File: src/rtl/core/iefifo_pkg.sv
// Package with the sizes, codes and marker constants of the input event FIFO.
package iefifo_pkg;

    localparam int QUEUE_DEPTH = 256;
    localparam int PTR_W       = (QUEUE_DEPTH > 1) ? $clog2(QUEUE_DEPTH) : 1;
    localparam int CNT_W       = $clog2(QUEUE_DEPTH + 1);
    localparam int WORD_W      = 32;

    typedef logic [1:0]        kind_t;
    typedef logic [1:0]        status_t;
    typedef logic [WORD_W-1:0] word_t;

    localparam kind_t KIND_CURSOR  = 2'd0;
    localparam kind_t KIND_CLICK   = 2'd1;
    localparam kind_t KIND_KEY     = 2'd2;
    localparam kind_t KIND_DEQUEUE = 2'd3;

    localparam status_t STATUS_OK    = 2'd0;
    localparam status_t STATUS_FULL  = 2'd1;
    localparam status_t STATUS_EMPTY = 2'd2;

    localparam word_t MARK_CURSOR = 32'h8000_0000;
    localparam word_t MARK_CLICK  = 32'h4000_0000;
    localparam word_t MARK_KEY    = 32'h2000_0000;

endpackage

File: src/rtl/core/iefifo_pack.sv
// Event word packer: builds the tagged 32-bit word for cursor, click and key events; other kinds give zero.
module iefifo_pack
    import iefifo_pkg::*;
(
    input  kind_t        kind,
    input  logic [15:0]  cursor_x,
    input  logic [15:0]  cursor_y,
    input  logic         left_button,
    input  logic         right_button,
    input  logic         middle_button,
    input  logic [7:0]   key_code,
    input  logic         key_released,
    input  logic         shift_held,
    input  logic         ctrl_held,
    output word_t        word
);

    always_comb begin
        unique case (kind)
            KIND_CURSOR: begin
                word = MARK_CURSOR | {cursor_x, cursor_y};
            end
            KIND_CLICK: begin
                word = MARK_CLICK | {29'd0, left_button, right_button, middle_button};
            end
            KIND_KEY: begin
                word = MARK_KEY | {21'd0, key_released, shift_held, ctrl_held, key_code};
            end
            default: begin
                word = '0;
            end
        endcase
    end

endmodule

File: config.mk
export PLATFORM = sky130hd
export DESIGN_NAME = iefifo_pack
export DESIGN_NICKNAME = d
export VERILOG_FILES = /design/src/rtl/core/iefifo_pkg.sv /design/src/rtl/core/iefifo_pack.sv
export SDC_FILE = /design/constraint.sdc
export NUM_CORES = 1
export LEC_CHECK = 0
export BUFFER_PORTS_ARGS = -buffer_cell sky130_fd_sc_hd__buf_2
export CAP_MARGIN = 20
export CELL_PAD_IN_SITES_DETAIL_PLACEMENT = 1
export CELL_PAD_IN_SITES_GLOBAL_PLACEMENT = 2
export CORE_ASPECT_RATIO = 0.6
export CORE_UTILIZATION = 10
export DETAILED_ROUTE_END_ITERATION = 7
export GPL_TIMING_DRIVEN = 1
export PLACE_DENSITY = 0.89
export SYNTH_ARGS = -nofsm -noshare
export SYNTH_HDL_FRONTEND = slang
export SYNTH_SLANG_ARGS = --single-unit
File: constraint.sdc
create_clock -name vclk -period 0.9
set_input_delay 0.18 -clock vclk [all_inputs]
set_output_delay 0.18 -clock vclk [all_outputs]
set_load 0.01 [all_outputs]
==> metrics.md, run 1 <==
| Metric | Value |
|---|---|
| First-iteration detailed-routing DRC count | `0` |
| Core area | `0.00342 sq mm` |
| Distinct cells, synth | `9` |
| Setup ws final | `-0.0951 ns` |
| Synth warnings | `0` |
| Unrepaired setup endpoints after global routing | `yes` |
| Syn_nets | `99` |
| DRT Pass-1 Iters | `1` |
| Vias in the first global route | `609` |
| FMAX | `1000 MHz` |
| Sequential cell area fraction in the yosys report | `0` |
| Setup WS pre-CTS | `-0.226 ns` |
| Fin crit share | `1.11` |
| # clk buffers | `0` |
| Failing checks | `negative setup slack` |
| FF/Latch Area | `0 sq um` |
| First-pass GRT wire length | `3.02 mm` |
| Least-Margin Pin Slew | `0.185 ns` |
| Final Hold Viols | `0` |
| Die H | `49.7 um` |
| Largest stage delay, worst path | `0.26 ns` |
| Hold WS | `0.645 ns` |
| CP max FO | `7` |
| Total Nets Final | `182` |
| Peak VDD IR | `0.134 mV` |
| Grt ovf | `0` |
| I/O pin cnt | `80` |
| WP data arrival | `0.82 ns` |
| Top Family by Delay on Critical Path | `buffers and inverters` |
| Synth-to-layout area growth | `165%` |
| Minimum clock period | `0.995 ns` |
| MaxCap Viol Count | `0` |
| IO buf count | `79` |
| Drt via density | `3.71` |
| Pin count of the biggest net entering global routing | `11` |
| CP endpoint kind | `output port` |
| Die X | `81.5 um` |
| Post-Syn Area | `379 sq um` |
| Final WL | `1.99 mm` |
| Post-Synthesis Cells | `51` |
| Cell Pwr Density | `443 mW/mm^2` |
| Share of post-route cells with drive strength above 1 | `0.780` |
| ANT cells | `0` |
| DP HPWL | `1.68 mm` |
| Crit-path slowest cell | `and2b_2` |
| Final setup vio count | `30` |
| Status | `complete, but fails checks` |
| Die ar. | `0.00405 sq mm` |
| Critical path type | `input pin to output port` |
| Gr usage total | `0.0939` |
| Initial Utilization | `0.111` |
| Placer Congestion | `0.796` |
| Drt wl/cell | `11.2 um` |
| WP buf/inv | `2` |
| Hold Path Class | `input pin to output port` |
| WP data required | `0.72 ns` |
| Residual DRC | `0` |
| Count of final max-slew check failures | `0` |
| Site Rows | `16` |
| Seq cells | `0` |
| Initial antenna violation count | `0` |
| Static Leak | `0.587 nW` |
| Detail Route Antenna Nets | `0` |
| Via count | `656` |
| # fillers | `431` |
| Syn_area_per_cell | `7.43 sq um` |
| Crit path launch type | `input pin` |
| Relative slew slack | `0.873` |
| Crit path cell chain | `buf_12, and2b_2, o2bb2ai_2, buf_2` |
-- power breakdown --
part | internal (mW) | leakage (nW) | total, mW | switching [mW]
Clock | 0 | 0 | 0 | 0
Combinational | 0.258 | 0.587 | 0.445 | 0.187
Sequential | 0 | 0 | 0 | 0
Total | 0.258 | 0.587 | 0.445 | 0.187
-- worst paths after layout --
path	from	end	slack [ns]	cells past startpoint
max	kind[0]	word[1]	-0.1	4
min	cursor_x[5]	word[21]	0.64	3
-- metal layers --
layer	up-vias	routed length, um	part of all wire	GRT usage
li1	330	-	-	-
met1	291	885	0.45	0.131
met2	33	925	0.47	0.157
met3	2	169	0.085	0.0148
met4	0	5	0.0025	0.00595
met5	-	0	0	0
-- cell type report --
type                            instances  area, sq um  area share
Multi-Input combinational cell         47          393       0.392
Tap cell                               45         56.3      0.0561
Timing Repair Buffer                   85          554       0.552
-- placed cells by master (no fill, tap or decap) --
| cell type | count |
|---|---|
| and2_1 | 9 |
| and2_4 | 9 |
| and2b_2 | 1 |
| buf_12 | 3 |
| buf_2 | 68 |
| buf_4 | 3 |
| buf_6 | 9 |
| buf_8 | 2 |
| mux2i_1 | 11 |
| nor2_1 | 9 |
| nor2_2 | 1 |
| nor2_4 | 3 |
| nor2_8 | 1 |
| o2bb2ai_2 | 3 |
-- cells by family after synthesis --
group | count (synthesis) | share of synthesized area
compound gates | 3 | 0.0693
buf+inv | 5 | 0.152
mux | 11 | 0.290
simple gates | 32 | 0.488
-- per-stage QoR --
step	total power [mW]	TNS (ns)	util	instances	cell area, sq um
2_1_floorplan	0.193	0	-	51	405
3_3_place_gp	0.366	-5.82	0.243	175	833
3_5_place_dp	0.367	-5.81	0.243	175	833
4_1_cts	0.409	-1.61	0.267	176	915
5_1_grt	0.486	-2.53	0.293	177	1000
6_report	0.445	-1.13	0.293	177	1000
-- synth_stat cells --
cell / count / share of area
buf_6: 2 / 0.059
o2bb2ai_1: 3 / 0.069
buf_4: 2 / 0.040
and2b_1: 1 / 0.020
mux2i_1: 11 / 0.29
and2_1: 18 / 0.30
buf_12: 1 / 0.053
nor2_8: 1 / 0.053
nor2_1: 12 / 0.12
-- repair_timing --
item	CTS	global route
endpoints found under the setup margin	32	31
cloned	1	0
endpoints found under the hold margin	0	0
setup buffers	0	1
gates resized for setup	16	17
pin swaps	13	7
hold buffers	0	0
No activity file was read; power rests on OpenSTA's default activity.
==> run 2: changes to the inputs <==
==> constraint.sdc (replaced) <==
create_clock -name vclk -period 1.1
set_input_delay 0.22 -clock vclk [all_inputs]
set_output_delay 0.22 -clock vclk [all_outputs]
set_load 0.01 [all_outputs]
==> run 2 against run 1 <==
The flow now finishes without violations. First-iteration DRC count rose by 16. Largest cell class unchanged. Clock-buffer cell count did not move. Global-route usage fell by 0.74 points. Critical path depth unchanged. Setup slack better by 0.13 ns. Hold slack improved by 0.078 ns. Highest routed layer is now met3. Via count decreased by 1.2%. Utilization down 3.8 points. Sequential cell count unchanged.
==> metrics.md, run 2 (synthesized netlist as in run 1, its figures left out) <==
| Metric | Value |
|---|---|
| First-pass GRT wire length | `2.83 mm (-6.2%)` |
| Count of final max-slew check failures | `0 (unchanged)` |
| Placer Congestion | `0.714 (-10%)` |
| MaxCap Viol Count | `0 (unchanged)` |
| Clock Power Share | `0 (unchanged)` |
| Die X | `81.5 um (unchanged)` |
| Initial antenna violation count | `0 (unchanged)` |
| NetSw | `0.134 mW (-29%)` |
| Share of post-route cells with drive strength above 1 | `0.669 (-0.111)` |
| Cell internal pwr | `0.178 mW (-31%)` |
| WP data arrival | `0.84 ns (+0.02 ns)` |
| Setup WS pre-CTS | `-0.0984 ns (+0.127 ns)` |
| Sw frac | `0.429 (+0.00806)` |
| ANT cells | `0 (unchanged)` |
| Residual DRC | `0 (unchanged)` |
| Drt wl/cell | `10.4 um (-7.2%)` |
| First-iteration detailed-routing DRC count | `16 (+16)` |
| Flop pwr share | `0 (unchanged)` |
| Cell Pwr Density | `357 mW/mm^2 (-20%)` |
| Final Hold Viols | `0 (unchanged)` |
| DP HPWL | `1.57 mm (-6.4%)` |
| Synth-to-layout area growth | `130%` |
| Detail Route Antenna Nets | `0 (unchanged)` |
| Die ar. | `0.00405 sq mm (unchanged)` |
| Site Rows | `16 (unchanged)` |
| FMAX | `941 MHz` |
| Logic pwr share | `1.000 (about the same)` |
| Gr usage total | `0.0866 (-0.00738)` |
| CP endpoint kind | `output port` |
| Final Total Pwr | `0.312 mW (-30%)` |
| Most frequent cells in the layout | `buf_2, and2_1, nor2_1, mux2i_1` |
| Multi-input logic area | `327 sq um (-17%)` |
| Post-CTS setup buffers | `0 (unchanged)` |
| Least-Margin Pin Slew | `0.197 ns (+0.0113 ns)` |
| Critical path type | `input pin to output port` |
| Hold buffers post-CTS | `0 (unchanged)` |
| Core area | `0.00342 sq mm (unchanged)` |
| Most common cell after layout, fill and taps aside | `buf_2` |
| Initial Utilization | `0.111 (unchanged)` |
| IO buf count | `79 (unchanged)` |
| Static Leak | `0.548 nW (-6.7%)` |
| Grt ovf | `0 (unchanged)` |
| Drt via density | `3.70 (about the same)` |
| Pin count of the biggest net entering global routing | `20 (+9)` |
| FF/Latch Area | `0 sq um (unchanged)` |
| Fin crit share | `0.966` |
| Final setup vio count | `0 (-100%)` |
| Hold Path Class | `input pin to output port` |
| WP data required | `0.88 ns (+0.16 ns)` |
| Placed cells | `174 (-0.57%)` |
| Seq cells | `0 (unchanged)` |
| # clk buffers | `0 (unchanged)` |
| Minimum clock period | `1.06 ns` |
| Via count | `648 (-1.2%)` |
| Total Nets Final | `180 (-1.1%)` |
| Status | `completed` |
| Final WL | `1.82 mm (-8.2%)` |
| Crit path launch type | `input pin` |
| I/O pin cnt | `80 (unchanged)` |
| Relative slew slack | `0.869 (-0.00401)` |
| Unrepaired setup endpoints after global routing | `yes` |
| # fillers | `456 (+5.8%)` |
| Setup ws final | `0.0374 ns (+0.133 ns)` |
| CP max FO | `6 (-1)` |
| Peak VDD IR | `0.113 mV (-16%)` |
| Die H | `49.7 um (unchanged)` |
| DRT Pass-1 Iters | `4 (+3)` |
| Vias in the first global route | `623 (+2.3%)` |
| Non-Filler Instances | `175 (-1.1%)` |
==> run 2: layout make-up <==
| class | count | area share |
|---|---|---|
| Tap cell | 45 | 0.0645 |
| Timing Repair Buffer | 84 | 0.562 |
| Multi-Input combinational cell | 46 | 0.374 |
==> run 2: final timing paths <==
path	start	endpoint	slack (ns)	depth (start not counted)
setup / recovery	kind[0]	word[2]	0.04	4
hold / removal	cursor_y[12]	word[12]	0.72	3
==> run 2: stage by stage <==
stage               hold slack [ns]  TNS, ns  utilization  area, sq um
floorplan                     0.575        0            -          379
global placement              0.723   -0.922        0.238          816
detailed placement            0.726    -1.38        0.238          816
CTS                           0.726        0        0.251          861
global route                  0.740   -0.249        0.255          873
finish                        0.722        0        0.255          873
==> run 2: layer usage <==
metal	wire [um]	part of all wire	track usage	up-vias
met2	827	0.45	0.153	30
met3	154	0.085	0.00556	0
li1	-	-	-	325
met5	0	0	0	-
met1	841	0.46	0.121	293
met4	0	0	0	0
==> run 2: power by group through the flow <==
stage	sequential (mW)	clock [mW]	combinational, mW
3_5_place_dp	0	0	0.291
4_1_cts	0	0	0.312
3_3_place_gp	0	0	0.287
2_1_floorplan	0	0	0.146
6_report	0	0	0.312
5_1_grt	0	0	0.346
==> run 2: timing repair <==
item                                    in CTS  in global routing
endpoints found under the setup margin      30                 24
resized for setup                            7                  3
cloned                                       1                  0
pin swaps                                    0                  1
==> run 2: worst max-delay path, stage by stage <==
cell and delay [ns]:
buf_8 0.12, and2b_2 0.24, o2bb2ai_1 0.11, buf_2 0.15
